[src/hdl/page_frame_table_lru_macros.svh]
// Assertion macros for the page frame table.
// Each macro expects clk and rst in scope at the point of use.
`ifndef PAGE_FRAME_TABLE_LRU_MACROS_SVH
`define PAGE_FRAME_TABLE_LRU_MACROS_SVH
`ifndef SYNTHESIS
// The consequent must hold in the same cycle as the antecedent.
`define PFT_ASSERT_SAME(label, ante, cons) \
  label: assert property (@(posedge clk) disable iff (rst) (ante) |-> (cons)) \
    else $error("page frame table check failed");
// The consequent must hold in the cycle after the antecedent.
`define PFT_ASSERT_NEXT(label, ante, cons) \
  label: assert property (@(posedge clk) disable iff (rst) (ante) |=> (cons)) \
    else $error("page frame table check failed");
`else
`define PFT_ASSERT_SAME(label, ante, cons)
`define PFT_ASSERT_NEXT(label, ante, cons)
`endif
`endif

[src/hdl/pft_pkg.sv]
package pft_pkg;

  // Default table size.
  localparam int FRAMES_DEFAULT = 256;

  // Command codes.
  localparam logic [2:0] CMD_LOOKUP = 3'd0;
  localparam logic [2:0] CMD_LOAD   = 3'd1;
  localparam logic [2:0] CMD_SETD   = 3'd2;
  localparam logic [2:0] CMD_FLUSHF = 3'd3;
  localparam logic [2:0] CMD_FLUSHP = 3'd4;
  localparam logic [2:0] CMD_QUERY  = 3'd5;

  // Operations of the shared entry unit.
  localparam logic [1:0] UOP_NONE  = 2'd0;
  localparam logic [1:0] UOP_TOUCH = 2'd1;
  localparam logic [1:0] UOP_LOAD  = 2'd2;
  localparam logic [1:0] UOP_DIRTY = 2'd3;

  // Side effect applied to the touched frame.
  localparam logic [1:0] FX_NONE  = 2'd0;
  localparam logic [1:0] FX_WAIT  = 2'd1;
  localparam logic [1:0] FX_EMPTY = 2'd2;

  typedef struct packed {
    logic [2:0] cmd;
    logic [7:0] proc;
    logic [7:0] page;
    logic [7:0] frame_index;
    logic       write_access;
  } in_t;

  typedef struct packed {
    logic       hit;
    logic [7:0] frame;
    logic       dirty;
  } out_t;

  // Per-frame marks, stored next to the recency rank.
  typedef struct packed {
    logic       valid;
    logic [7:0] proc;
    logic [7:0] page;
    logic       dirty;
    logic       waiting;
  } meta_t;

  // Compare results of the entry unit.
  typedef struct packed {
    logic match;
    logic pmatch;
    logic free;
    logic lru;
  } flags_t;

endpackage

[src/hdl/pft_mem.sv]
module pft_mem #(
  parameter int DEPTH = pft_pkg::FRAMES_DEFAULT,
  parameter int AW    = 8,
  parameter int WIDTH = 8
) (
  input  logic             clk,
  input  logic             we,
  input  logic [AW-1:0]    wa,
  input  logic [WIDTH-1:0] wd,
  input  logic [AW-1:0]    ra,
  output logic [WIDTH-1:0] rd
);

  logic [WIDTH-1:0] mem [DEPTH];

  // One write port and one registered read port.
  always_ff @(posedge clk) begin
    if (we) begin
      mem[wa] <= wd;
    end
    rd <= mem[ra];
  end

endmodule

[config.mk]
export PLATFORM = sky130hd
export DESIGN_NAME = pft_mem
export DESIGN_NICKNAME = d
export VERILOG_FILES = /design/src/hdl/page_frame_table_lru_macros.svh /design/src/hdl/pft_pkg.sv /design/src/hdl/pft_mem.sv
export SDC_FILE = /design/constraint.sdc
export NUM_CORES = 2
export LEC_CHECK = 0
export ABC_AREA = 0
export BUFFER_PORTS_ARGS = -buffer_cell sky130_fd_sc_hd__buf_4
export CORE_MARGIN = 10
export CORE_UTILIZATION = 56
export DETAILED_ROUTE_END_ITERATION = 6
export PLACE_DENSITY = 0.85
export SYNTH_ARGS = -nofsm -noshare
export SYNTH_HDL_FRONTEND = slang
export SYNTH_SLANG_ARGS = --single-unit
[constraint.sdc]
create_clock -name clk -period 1.95 [get_ports clk]
set_input_delay 0.195 -clock clk [delete_from_list [all_inputs] [get_ports clk]]
set_output_delay 0.195 -clock clk [all_outputs]
set_load 0.05 [all_outputs]
After elaboration in Yosys (flattened, before gate mapping)
Memories as Yosys holds them, arrays and structs flattened. A register that Yosys moved wholly into a read port is not among the register bits.
Cells that the tools add are included.
- mux-type cells: 2
- operators by type and width (kind ; number):
    2-to-1 mux 1 bit ; 2
- memories: 1
- memory bits (writable): 2048
- output and inout bits: 8
- register bits: 0
- memories (memory ; words ; width ; rd ports ; clocked after memory_dff ; write ports ; RTL line ; RTL):
    mem ; 256 ; 8 ; 1 ; 1 ; 1 ; pft_mem.sv:14 ; logic [WIDTH-1:0] mem [DEPTH];

Depth between registers and ports, before layout
- depth in word-level cells: 2
- mapped depth: 11

Least setup slack after synthesis
Ideal clock, no wire load.
- kind: in2reg
- from: input port ra[0]
- to: register rd[2], read port of mem
- required time: 1.819 ns
- stages: 9
- data arrival time: 2.002 ns
- setup time: 0.131 ns
- setup slack: -0.183 ns
- cells stage by stage: buf_6 > buf_12 > buf_8 > buf_2 > mux4_2 > a22oi_1 > a21oi_1 > nor4_1 > nor4_2
- RTL lines (element ; RTL line ; RTL):
    start, declared ; pft_mem.sv:10 ; input logic [AW-1:0] ra,
    end, declared ; pft_mem.sv:11 ; output logic [WIDTH-1:0] rd

==> out/metrics.csv <==
metric,value,unit
outcome,"complete, but fails checks",
failed_checks,"DRC, setup timing",
clkTransAtPathRegs,0.08,ns
insertion_delay,0.84,ns
max_stage_delay,0.87,ns
htree_levels,4,
slew_headroom,29.4,%
routed_wirelength,234,mm
numCtsBuffers,187,
synth-seq-area-share,77.5,%
num_rows,138,
cts_tree,yes,
antenna_found_initial,15,
yosys_register_bits,2056,
seqPwrFrac,53.6,%
synth_edf_count,2048,
die_area,158000,sq um
clkSinkCount,2056,
hold_viol,0,
syn_nets,3759,
path_max_fanout,1,
final_util,66.6,%
cp-start-kind,flip-flop,
rsz0062_at_grt,true,
critPathTopFamily,compound AO/OA/AOI/OAI gates,
worst_slew_pin_slew,1.03,ns
drv_cap,0,
io_buffers,33,
pwr_density_cell,967,nW/um^2
cp_num_buf_inv,0,
drtIter0Drc,8616,
hold_depth,1,
syn-cell-area,79600,sq um
grt_max_degree,109,
min_from,wd[2],
vias,45900,
r2r_start,mem[131][2]$_DFFE_PP_,
synthArstFlopShare,0,%
syn_area_per_cell,21.3,sq um
clock.fmax,386,MHz
gp_congestion,0.909,
drc,69,
required,2.68,ns
fin_hold_ws,0.0520,ns
min_to,mem[202][2]$_DFFE_PP_,
netlist_instances,3733,
p_int,71000,uW
setup_tns,-3.58,ns
overflow,0,
setup_violations,8,
num_io_pins,34,
avgViaCountPerCell,7.06,
firstDrtPassIters,7,
area_delta_synth_final,18.3,%
crit_slowest_cell,a2111oi_0,
crit_arrival,3.32,ns
p_sw_share,22.0,%
leakage,0.0306,uW
synthDistinctLibCells,55,
r2r_slack,-0.64,ns
hpwlAfterDp,134,mm
reg2reg_depth,6,
placeableCoreArea,141000,sq um
yosysWarningCount,0,
period_share,133,%
combPwrFrac,6.5,%
detail-route-antenna-nets,0,
p_switching,20000,uW
crit_top_cell,mux4_2,
clockBufferDepth,3,
setup_ws,-0.642,ns
cts-root-buf,clkbuf_16,
path_class,reg -> reg,
slew_violations,0,
critPathCaptureType,flip-flop,
start_util,56.3,%
vdd_ir_drop_max,0.928,mV
avgRoutedWirePerCell,36.0,um
worstPathCellList,mux4_2 > mux4_2 > nor2_1 > a2111oi_0 > nor3_1 > nor4_2,
grt_pass1_wl,331,mm
hp-class,in -> reg,
layout-drive-gt1-share,34.2,%
p_clk_share,40.0,%
grt_usage,29.0,%
grt_pass1_vias,46500,
postCtsSetupBuffers,0,
die_h,397,um
period_needed,2.59,ns
synthFlopType,edfxtp_1,
fin_skew,0.0289,ns
nNetsFinal,4478,
worst_r2r_endpoint,rd[2]$_DFF_P_,
dieWidth,397,um
dp_slack,-1.48,ns
-- layout by cell type, fill, tap and decap left out, types with 7 or more instances in the layout --
cell / count
a22o_1: 8
clkbuf_16: 191
a22oi_1: 127
nor2_1: 265
a221oi_1: 8
o221ai_1: 45
a21oi_1: 93
nand3_1: 34
nand4_1: 10
mux4_2: 454
clkinv_1: 41
clkbuf_8: 16
nand2_1: 33
o22ai_1: 27
dfxtp_1: 7
a211oi_2: 12
nor2b_4: 8
clkbuf_1: 36
nor3_1: 13
mux2i_1: 134
nor4_2: 10
diode_2: 7
edfxtp_1: 2048
nor2_2: 11
nand2b_1: 8
o21ai_0: 9
nor4_4: 9
bufinv_16: 14
nor2b_1: 21
buf_4: 642
clkinv_2: 35
nor4_1: 8
buf_12: 101
o211ai_1: 10
-- area by class of cell --
type                    count  area, sq um
clock buffers             235         5020
inverters                   2         7.51
multi-input cells        1442        17100
fillers                  7954        47300
repair buffers            763         7090
flip-flops and latches   2056        61700
well taps                1890         2360
clock inverters           102          877
diodes                      7         17.5
-- kinds of logic (layout without fill, tap and decap cells) --
logic type / Yosys count / after routing / share of synthesized area [%]
AOI/OAI and AO/OA: 385 / 385 / 3.42
buffers and inverters: 235 / 1102 / 1.83
DFF: 2056 / 2056 / 77.5
muxes: 591 / 591 / 14.6
other: 0 / 7 / 0
and+or+nand+nor: 466 / 466 / 2.63
-- power groups by stage --
stage | clock (uW) | combinational, uW | sequential, uW
3_5_place_dp | 0 | 5270 | 49700
5_1_grt | 38000 | 5960 | 48800
2_1_floorplan | 0 | 2440 | 49800
3_3_place_gp | 0 | 5060 | 49700
6_report | 36400 | 5880 | 48800
4_1_cts | 36300 | 5550 | 48800
-- stage by stage --
stage | instance area (sq um) | cells | power [uW]
after floorplan | 79900 | 3733 | 52200
after global placement | 87600 | 6147 | 54800
final | 94200 | 6497 | 91100
after detailed placement | 87600 | 6148 | 55000
after CTS | 93900 | 6490 | 90600
after global routing | 94100 | 6490 | 92700
-- sequential cells by signal, summed over array words and instances, names as in the netlist --
signal,flops
rd,8
mem,2048
-- worst register-to-register path, stage by stage, from the launching register on --
cell and delay [ns]:
edfxtp_1 0.47, mux4_2 0.30, mux4_2 0.26, nor2_1 0.04
a2111oi_0 0.87, nor3_1 0.20, nor4_2 0.34
-- worst max path at each step --
stage                                      from             to  slack [ns]  cells after the start
after global placement                    ra[0]  rd[0]$_DFF_P_       -1.75                     10
final                     mem[131][2]$_DFFE_PP_  rd[2]$_DFF_P_       -0.64                      6
after global routing      mem[131][2]$_DFFE_PP_  rd[2]$_DFF_P_       -0.56                      6
after detailed placement                  ra[0]  rd[5]$_DFF_P_       -1.48                      9
after floorplan                           ra[0]  rd[0]$_DFF_P_       -0.06                      9
after CTS                  mem[71][2]$_DFFE_PP_  rd[2]$_DFF_P_       -0.53                      6
-- per-layer routing --
layer / vias up / global-route usage [%] / routed length, um
met5: - / 0 / 134
met4: 18 / 18.1 / 18100
met3: 1198 / 9.40 / 34400
met2: 4616 / 45.1 / 110000
met1: 22900 / 35.2 / 71100
li1: 17100 / - / -
-- repair_timing --
item / in CTS / in global routing
hold buffers: 6 / 0
pin swaps: 23 / 32
setup endpoints to repair: 9 / 8
gates resized for setup: 60 / 44
endpoints found under the hold margin: 299 / 0
-- synthesized netlist by cell type, drive strengths merged, types with 6 or more instances --
| cell | n | area [sq um] |
|---|---|---|
| edfxtp | 2048 | 61500 |
| mux4 | 456 | 10300 |
| nor2 | 282 | 1060 |
| mux2i | 134 | 1340 |
| a22oi | 133 | 998 |
| buf | 122 | 1030 |
| clkbuf | 111 | 417 |
| a21oi | 96 | 480 |
| o221ai | 47 | 418 |
| nand3 | 34 | 170 |
| nand2 | 33 | 124 |
| nor2b | 31 | 194 |
| o22ai | 28 | 175 |
| nor4 | 27 | 188 |
| nor3 | 22 | 110 |
| a211oi | 16 | 120 |
| a221oi | 14 | 129 |
| o21ai | 12 | 60.1 |
| nand4 | 10 | 62.6 |
| o211ai | 10 | 75.1 |
| a22o | 8 | 70.1 |
| dfxtp | 8 | 160 |
| nand2b | 8 | 50.1 |
| and2 | 6 | 37.5 |
Note: power is estimated with default switching activity, not from simulation.
