$ cat config.mk
export PLATFORM = sky130hd
export DESIGN_NAME = pft_unit
export DESIGN_NICKNAME = d
export VERILOG_FILES = /design/src/hdl/page_frame_table_lru_macros.svh /design/src/hdl/pft_pkg.sv /design/src/hdl/pft_unit.sv
export SDC_FILE = /design/constraint.sdc
export NUM_CORES = 1
export LEC_CHECK = 0
export ABC_AREA = 0
export BUFFER_PORTS_ARGS = -buffer_cell sky130_fd_sc_hd__buf_2
export CORE_MARGIN = 8
export CORE_UTILIZATION = 35
export DETAILED_ROUTE_END_ITERATION = 10
export PLACE_DENSITY = 0.82
export SLEW_MARGIN = 20
export SYNTH_ARGS = -nofsm -noshare
export SYNTH_HDL_FRONTEND = slang
export SYNTH_SLANG_ARGS = --single-unit
$ cat constraint.sdc
create_clock -name vclk -period 2.5
set_clock_uncertainty 0.1 [all_clocks]
set_input_delay 0.5 -clock vclk [all_inputs]
set_output_delay 0.5 -clock vclk [all_outputs]
set_load 0.01 [all_outputs]
$ cat src/hdl/page_frame_table_lru_macros.svh
// Assertion macros for the page frame table.
// Each macro expects clk and rst in scope at the point of use.
`ifndef PAGE_FRAME_TABLE_LRU_MACROS_SVH
`define PAGE_FRAME_TABLE_LRU_MACROS_SVH
`ifndef SYNTHESIS
// The consequent must hold in the same cycle as the antecedent.
`define PFT_ASSERT_SAME(label, ante, cons) \
  label: assert property (@(posedge clk) disable iff (rst) (ante) |-> (cons)) \
    else $error("page frame table check failed");
// The consequent must hold in the cycle after the antecedent.
`define PFT_ASSERT_NEXT(label, ante, cons) \
  label: assert property (@(posedge clk) disable iff (rst) (ante) |=> (cons)) \
    else $error("page frame table check failed");
`else
`define PFT_ASSERT_SAME(label, ante, cons)
`define PFT_ASSERT_NEXT(label, ante, cons)
`endif
`endif

$ cat src/hdl/pft_pkg.sv
package pft_pkg;

  // Default table size.
  localparam int FRAMES_DEFAULT = 256;

  // Command codes.
  localparam logic [2:0] CMD_LOOKUP = 3'd0;
  localparam logic [2:0] CMD_LOAD   = 3'd1;
  localparam logic [2:0] CMD_SETD   = 3'd2;
  localparam logic [2:0] CMD_FLUSHF = 3'd3;
  localparam logic [2:0] CMD_FLUSHP = 3'd4;
  localparam logic [2:0] CMD_QUERY  = 3'd5;

  // Operations of the shared entry unit.
  localparam logic [1:0] UOP_NONE  = 2'd0;
  localparam logic [1:0] UOP_TOUCH = 2'd1;
  localparam logic [1:0] UOP_LOAD  = 2'd2;
  localparam logic [1:0] UOP_DIRTY = 2'd3;

  // Side effect applied to the touched frame.
  localparam logic [1:0] FX_NONE  = 2'd0;
  localparam logic [1:0] FX_WAIT  = 2'd1;
  localparam logic [1:0] FX_EMPTY = 2'd2;

  typedef struct packed {
    logic [2:0] cmd;
    logic [7:0] proc;
    logic [7:0] page;
    logic [7:0] frame_index;
    logic       write_access;
  } in_t;

  typedef struct packed {
    logic       hit;
    logic [7:0] frame;
    logic       dirty;
  } out_t;

  // Per-frame marks, stored next to the recency rank.
  typedef struct packed {
    logic       valid;
    logic [7:0] proc;
    logic [7:0] page;
    logic       dirty;
    logic       waiting;
  } meta_t;

  // Compare results of the entry unit.
  typedef struct packed {
    logic match;
    logic pmatch;
    logic free;
    logic lru;
  } flags_t;

endpackage

$ cat src/hdl/pft_unit.sv
module pft_unit #(
  parameter int FRAMES = pft_pkg::FRAMES_DEFAULT,
  parameter int AW     = 8
) (
  input  logic [1:0]          uop,
  input  logic [1:0]          fx,
  input  logic [AW-1:0]       idx,
  input  logic [AW-1:0]       tgt,
  input  logic [AW-1:0]       tgt_rank,
  input  logic [7:0]          key_proc,
  input  logic [7:0]          key_page,
  input  logic                wr,
  input  pft_pkg::meta_t      meta_in,
  input  logic [AW-1:0]       rank_in,
  output pft_pkg::meta_t      meta_out,
  output logic [AW-1:0]       rank_out,
  output pft_pkg::flags_t     flags
);

  localparam logic [AW-1:0] LAST = AW'(FRAMES - 1);

  // Compares used by the search passes.
  always_comb begin
    flags.match  = meta_in.valid && (meta_in.proc == key_proc) && (meta_in.page == key_page);
    flags.pmatch = meta_in.valid && (meta_in.proc == key_proc);
    flags.free   = !meta_in.valid && !meta_in.waiting;
    flags.lru    = (rank_in == LAST);
  end

  // Update of one entry.
  always_comb begin
    meta_out = meta_in;
    rank_out = rank_in;
    case (uop)
      pft_pkg::UOP_TOUCH: begin
        if (idx == tgt) begin
          rank_out = '0;
          case (fx)
            pft_pkg::FX_WAIT: begin
              meta_out.waiting = 1'b1;
            end
            pft_pkg::FX_EMPTY: begin
              meta_out.valid   = 1'b0;
              meta_out.dirty   = 1'b0;
              meta_out.waiting = 1'b0;
            end
            default: begin
            end
          endcase
        end else if (rank_in < tgt_rank) begin
          rank_out = rank_in + 1'b1;
        end
      end
      pft_pkg::UOP_LOAD: begin
        meta_out.valid   = 1'b1;
        meta_out.proc    = key_proc;
        meta_out.page    = key_page;
        meta_out.dirty   = meta_in.dirty | wr;
        meta_out.waiting = 1'b0;
      end
      pft_pkg::UOP_DIRTY: begin
        meta_out.dirty = meta_in.dirty | wr;
      end
      default: begin
      end
    endcase
  end

endmodule

After elaboration in Yosys (flattened, before gate mapping). Index checks and enable logic that the tools add are counted.

Mux-type cells: 12. Bitwise gates (word level): 1. Add/subtract/negate cells: 1. Equal/unequal tests: 9. $lt $le $gt $ge: 1. Reduce and logical (&&, ||, !) cells: 6.

Operators by type and width (count): $eq A8 B8 Y1 (3); $mux W8 (3); $mux W16 (1); $add A8 B1 Y8 const B (1); $eq A8 B8 Y1 const B (1); $lt A8 B8 Y1 (1); $pmux W1 S2 (4); $eq A2 B2 Y1 const B (3); $eq A2 B1 Y1 const B (2); $logic_and A1 B1 Y1 (3); $mux W1 (3); $logic_not A1 Y1 (2); $mux W2 (1); $reduce_or A2 Y1 (1); $or A1 B1 Y1 (1).

Input port bits: 72. Register bits: 0. Output and inout port bits: 31.

Depth between registers and ports, before layout. Gate-level depths: netlist of run 1.

Depth after elaboration: 4. Mapped depth: 7.

Worst setup path after synthesis of run 1. Ideal clock, no wire load.

Path kind: input to output. From: in tgt_rank[6]. To: out rank_out[5]. Cell stages on the path: 7. Path buffers: 0. Arrival time: 1.932 ns. Required time: 1.900 ns. Path slack: -0.032 ns. Path through: inv_1 ha_1 a21o_1 a211o_4 a21oi_2 nand3b_1 a21oi_1.

Longest elaborated chain between the ends: 4.

RTL lines: start, declared (RTL line pft_unit.sv:9) `input logic [AW-1:0] tgt_rank,`; $lt A8 B8 Y1 (RTL line pft_unit.sv:50) `end else if (rank_in < tgt_rank) begin`; $mux W8 (RTL line pft_unit.sv:50); $mux W8 (RTL line pft_unit.sv:36) `if (idx == tgt) begin`; $mux W8 (RTL line pft_unit.sv:34) `case (uop)`; end, declared (RTL line pft_unit.sv:16) `output logic [AW-1:0] rank_out,`.

No other way between the ends.

Final worst setup path of run 1.
From: in tgt_rank[3]. To: out rank_out[5].

The elaborated chain is that of the path after synthesis.

==> impl_metrics.csv, run 1 <==
group,metric,value,unit
status,status,"complete, but fails checks",
status,violations,"negative setup slack",
final_layout,seq_cells,0,
synthesis,synth_top_area_cell,"mux2_2",
job,maxCapViolCount,0,
timing,setup_ws,-0.104,ns
floorplan,core_region_area,0.00295,mm^2
final_layout,drive_gt1_frac,0.630,
final_layout,seq_area,0,um^2
routing,ant_nets,0,
final_layout,diodes,0,
timing,drv_slew,0,
synthesis,synth_top_area_frac,0.172,
final_layout,nClkBuffers,0,
timing,setup_viol_count_final,8,
power_and_ir_drop,pwr-share-clk,0,
power_and_ir_drop,vdd_drop_max,100,uV
routing,drt_pass1_iterations,4,
floorplan,die_x,70.6,um
setup_path,crit_fanout,6,
power_and_ir_drop,p_total,0.000325,W
synthesis,synth_area,0.00104,mm^2
routing,wirelength,4.00,mm
global_route,overflow,0,
routing,post-route-drc-count,0,
synthesis,synth_cell_types,32,
power_and_ir_drop,p_int,0.000176,W
global_route,grt_antenna_before_repair,0,
power_and_ir_drop,switchingPower,0.000149,W
setup_path,critPathCaptureType,"primary output",
synthesis,yosysMostFrequentCell,"xnor2_1",
routing,wl_per_cell,14.3,um
setup_path,path_class,"primary input to primary output",
setup_path,cp_data_arrival_time,2.00,ns
timing,hold_viol_final,0,
timing,min_period,2.60,ns
floorplan,initial_utilization,0.354,
final_layout,final_net_count,334,
synthesis,synth_common_cells,"xnor2_1 (18), mux2_2 (16), inv_1 (15)",
floorplan,die-area,0.00499,mm^2
routing,drt_iter0_drc,13,
global_route,grt_pass1_wl,6.29,mm
placement,port_buffers,103,
floorplan,die_y,70.6,um
floorplan,io_pins,103,
floorplan,fp-row-count,20,
routing,num_vias,1394,
final_layout,post-route-cell-area,0.00187,mm^2
synthesis,syn_area_per_cell,7.98,um^2
timing,finalCritPeriodShare,1.04,
routing,avgViaCountPerCell,5.00,
power_and_ir_drop,power_density,174,mW/mm^2
synthesis,synthTopCellsByArea,"mux2_2 (17%), ha_1 (17%), xnor2_1 (15%), xor2_1 (9.2%), inv_1 (5.4%)",
hold_path,holdCritPathClass,"primary input to primary output",
placement,dp_hpwl,3.45,mm
placement,place_congestion,0.783,
setup_path,critPathRequiredTime,1.90,ns
timing,tightest_slew,0.380,ns
setup_path,startpoint_type,"primary input",
placement,post-place-ws,-0.205,ns
synthesis,syn_nets,217,
placement,post_dp_cell_area,0.00170,mm^2
power_and_ir_drop,p_leak,0.942,nW
timing,max_freq,384,MHz
synthesis,yosys_warnings,0,
global_route,grtUsageTotal,0.145,
synthesis,syn_inst,131,
global_route,grt_start_max_net_pins,14,
final_layout,synthToLayoutAreaGrowth,78.7,%
synthesis,ys_seq_area_frac,0,
power_and_ir_drop,power_frac_comb,1.000,
power_and_ir_drop,swShare,0.458,
timing,rsz0062_at_grt,"true",
global_route,first_global_vias,1410,
power_and_ir_drop,p_seq_frac,0,
timing,slew_headroom,0.745,
per-stage QoR:
| step | utilization | setup TNS [ns] | hold slack [ns] | std cells |
|---|---|---|---|---|
| 2_1_floorplan | - | 0 | 0.943 | 131 |
| 3_3_place_gp | 0.577 | -1.04 | 1.18 | 277 |
| 3_5_place_dp | 0.577 | -1.28 | 1.18 | 277 |
| 4_1_cts | 0.616 | -0.235 | 1.18 | 278 |
| 5_1_grt | 0.632 | -1.02 | 1.21 | 279 |
| 6_report | 0.632 | -0.534 | 1.18 | 279 |
layout by cell type (no fill, tap or decap), types with 2 or more instances in the layout:
cell type   n
a211oi_2    4
a21bo_2     2
a21oi_1     2
and3_1      3
buf_2      95
buf_4      13
buf_6       5
buf_8       3
ha_1       10
ha_4        4
inv_1      11
inv_4       3
mux2_2     16
nand2_1     6
nand3_1     3
nand3b_1    2
nand4_1     4
nor2_1      9
nor3_1      2
nor4_1      3
xnor2_1    18
xor2_1     11
power by group through the flow:
stage / sequential, W / clock (W) / combinational, W
2_1_floorplan: 0 / 0 / 0.000146
3_3_place_gp: 0 / 0 / 0.000285
3_5_place_dp: 0 / 0 / 0.000294
4_1_cts: 0 / 0 / 0.000316
5_1_grt: 0 / 0 / 0.000355
6_report: 0 / 0 / 0.000325
layout make-up:
class | instances | area (um^2)
fill | 274 | 1090
multi-input combinational | 114 | 1070
timing repair buffer | 117 | 694
inverter | 15 | 63.8
tap | 33 | 41.3
final timing paths:
check	start	endpoint	cells after the start
min	meta_in[0]	flags[1]	3
max	tgt_rank[3]	rank_out[5]	10
layer usage:
| metal | up-vias | GRT usage | wire length [um] |
|---|---|---|---|
| met1 | 640 | 0.150 | 1470 |
| met5 | - | 0 | 0 |
| li1 | 700 | - | - |
| met3 | 6 | 0.0367 | 279 |
| met2 | 48 | 0.291 | 2180 |
| met4 | 0 | 0.00693 | 65 |
critical path, cell delays in order:
cell and delay [ns]:
buf_6 0.09, inv_2 0.06, ha_4 0.21, a211oi_2 0.23, o21ai_2 0.15, buf_12 0.16, a21oi_4 0.22, nand3b_1 0.14
a21oi_2 0.12, buf_2 0.13
cells by family (layout without fill, tap and decap cells):
group	after synthesis	in the layout	share of synthesized area
AO/OA/AOI/OAI	20	20	0.180
buffers and inverters	17	132	0.0623
AND/OR/NAND/NOR	34	34	0.165
XOR/XNOR	29	29	0.243
multiplexers	17	17	0.182
adder cells (fa/ha/maj)	14	14	0.168
what timing repair did:
action	CTS	global route
resized for setup	20	13
hold buffers	0	0
endpoints found under the setup margin	8	8
pin swaps	19	18
buffers inserted	1	1
(Power assumes the default switching activity.)
==> run 2, diff against run 1 <==
--- a/config.mk
+++ b/config.mk
@@ -10,7 +10,8 @@
 export CORE_MARGIN = 8
 export CORE_UTILIZATION = 35
 export DETAILED_ROUTE_END_ITERATION = 10
-export PLACE_DENSITY = 0.82
+export GPL_TIMING_DRIVEN = 0
+export PLACE_DENSITY_LB_ADDON = 0.3
 export SLEW_MARGIN = 20
 export SYNTH_ARGS = -nofsm -noshare
 export SYNTH_HDL_FRONTEND = slang
==> constraint.sdc (replaced) <==
create_clock -name vclk -period 2.2
set_clock_uncertainty 0.1 [all_clocks]
set_input_delay 0.44 -clock vclk [all_inputs]
set_output_delay 0.44 -clock vclk [all_outputs]
set_load 0.01 [all_outputs]
==> run 2 against run 1 <==
The flow still finishes with violations (negative setup slack); combinational power up 15%; first-iteration DRC count grew 150%; via count down 3.6%; flip-flop and latch count unchanged; hold slack lost 0.14 ns; die area is the same; setup slack got worse by 0.22 ns; largest cell class unchanged; final cell count down 3.6%; non-clock buffer count fell by 10; total power rose by 15%; critical path type unchanged.
==> impl_metrics.csv, run 2 (synthesized netlist as in run 1, its figures left out) <==
group,metric,value,unit
routing,wirelength,3.76,mm
clock_tree,ctsHoldBuffers,0,
final_layout,mostFrequentLayoutCells,"buf_2 (91), mux2_2 (16), inv_1 (12)",
final_layout,layout_commonest_cell,"buf_2",
final_layout,drive_gt1_frac,0.669,
placement,place_congestion,0.794,
timing,rsz0062_at_grt,"true",
final_layout,nClkBuffers,0,
global_route,grt_pass1_wl,5.97,mm
floorplan,die_x,70.6,um
timing,max_freq,396,MHz
power_and_ir_drop,p_leak,0.941,nW
power_and_ir_drop,vdd_drop_max,96.4,uV
global_route,grt_antenna_before_repair,0,
routing,post-route-drc-count,0,
timing,drv_slew,0,
final_layout,synthToLayoutAreaGrowth,83.2,%
final_layout,final_net_count,324,
timing,finalCritPeriodShare,1.15,
timing,tns,-2.13,ns
status,status,"complete, but fails checks",
setup_path,critPathRequiredTime,1.66,ns
floorplan,die-area,0.00499,mm^2
routing,wl_per_cell,14.0,um
placement,dp_hpwl,3.18,mm
setup_path,crit_fanout,6,
setup_path,cp_data_arrival_time,1.98,ns
timing,setup_viol_count_final,8,
final_layout,seq_area,0,um^2
routing,drt_iter0_drc,32,
placement,port_buffers,103,
timing,hold_viol_final,0,
global_route,grt_use_met3,0.0508,
final_layout,seq_cells,0,
global_route,overflow,0,
routing,avgViaCountPerCell,5.00,
timing,slew_headroom,0.582,
global_route,grt.met1_usage,0.134,
global_route,top_usage_layer,"met2",
setup_path,startpoint_type,"primary input",
floorplan,die_y,70.6,um
timing,setup_ws,-0.322,ns
routing,drt_pass1_iterations,5,
setup_path,critPathCaptureType,"primary output",
global_route,grt_start_max_net_pins,11,
setup_path,path_class,"primary input to primary output",
final_layout,multi_input_area,0.00118,mm^2
floorplan,fp-row-count,20,
final_layout,nFillCells,251,
global_route,first_global_vias,1382,
routing,num_vias,1344,
timing,tightest_slew,0.623,ns
status,violations,"negative setup slack",
final_layout,diodes,0,
timing,min_period,2.52,ns
power_and_ir_drop,power_density,195,mW/mm^2
global_route,globalRouteMet2Util,0.268,
global_route,grtUsageTotal,0.134,
job,maxCapViolCount,0,
floorplan,io_pins,103,
floorplan,initial_utilization,0.354,
placement,post-place-ws,-0.444,ns
floorplan,core_region_area,0.00295,mm^2
routing,ant_nets,0,
hold_path,holdCritPathClass,"primary input to primary output",
==> run 2: cell count changes in the layout (fill, tap and decap cells not counted), moves of 2 or more <==
cell | previous run | this run
ha_2 | 0 | 2
nor3_1 | 2 | 0
buf_4 | 13 | 4
buf_8 | 3 | 1
nor3_2 | 0 | 2
ha_1 | 10 | 7
xnor2_2 | 0 | 7
buf_2 | 95 | 91
a211oi_4 | 0 | 2
buf_6 | 5 | 10
xnor2_1 | 18 | 11
a211oi_2 | 4 | 2
==> run 2: final cells by class <==
class,count,area share
repair buffers,106,0.327
well taps,33,0.0216
multi-input cells,114,0.616
plain buffers,1,0.00392
inverters,15,0.0320
==> run 2: timing repair <==
| item | in CTS | in global routing |
|---|---|---|
| endpoints found under the setup margin | 26 | 10 |
| setup buffers | 1 | 2 |
| cloned | 0 | 0 |
| pin swaps | 15 | 20 |
| gates resized for setup | 10 | 28 |
==> run 2: final timing paths <==
path / cells past startpoint / to / startpoint
max: 8 / rank_out[1] / rank_in[6]
min: 3 / flags[1] / meta_in[0]
==> run 2: report_power, final <==
group | leakage [nW] | internal (W) | switching [W]
clock | 0 | 0 | 0
combinational | 0.941 | 0.000201 | 0.000173
sequential | 0 | 0 | 0
total | 0.941 | 0.000201 | 0.000173
==> run 2: critical path, stage by stage <==
cell and delay [ns]:
buf_8 0.10, ha_4 0.23, a21o_1 0.16, a211o_4 0.38, a21oi_4 0.22, mux2i_1 0.23
nor2_1 0.05, buf_2 0.16
==> run 2: metrics by stage <==
step	hold WS, ns	cell area [um^2]	cells	util	total power (W)
after floorplan	0.823	1140	131	-	0.000184
after global placement	1.04	1700	267	0.575	0.000326
after detailed placement	1.04	1700	267	0.575	0.000330
after CTS	1.04	1740	267	0.591	0.000342
after global routing	1.07	1910	269	0.648	0.000409
final	1.04	1910	269	0.648	0.000374
==> run 2: per-layer routing <==
layer,routed length (um),up-vias,part of all wire
li1,-,674,-
met1,1390,601,0.37
met2,1900,65,0.51
met3,423,4,0.11
met4,44,0,0.012
met5,0,-,0
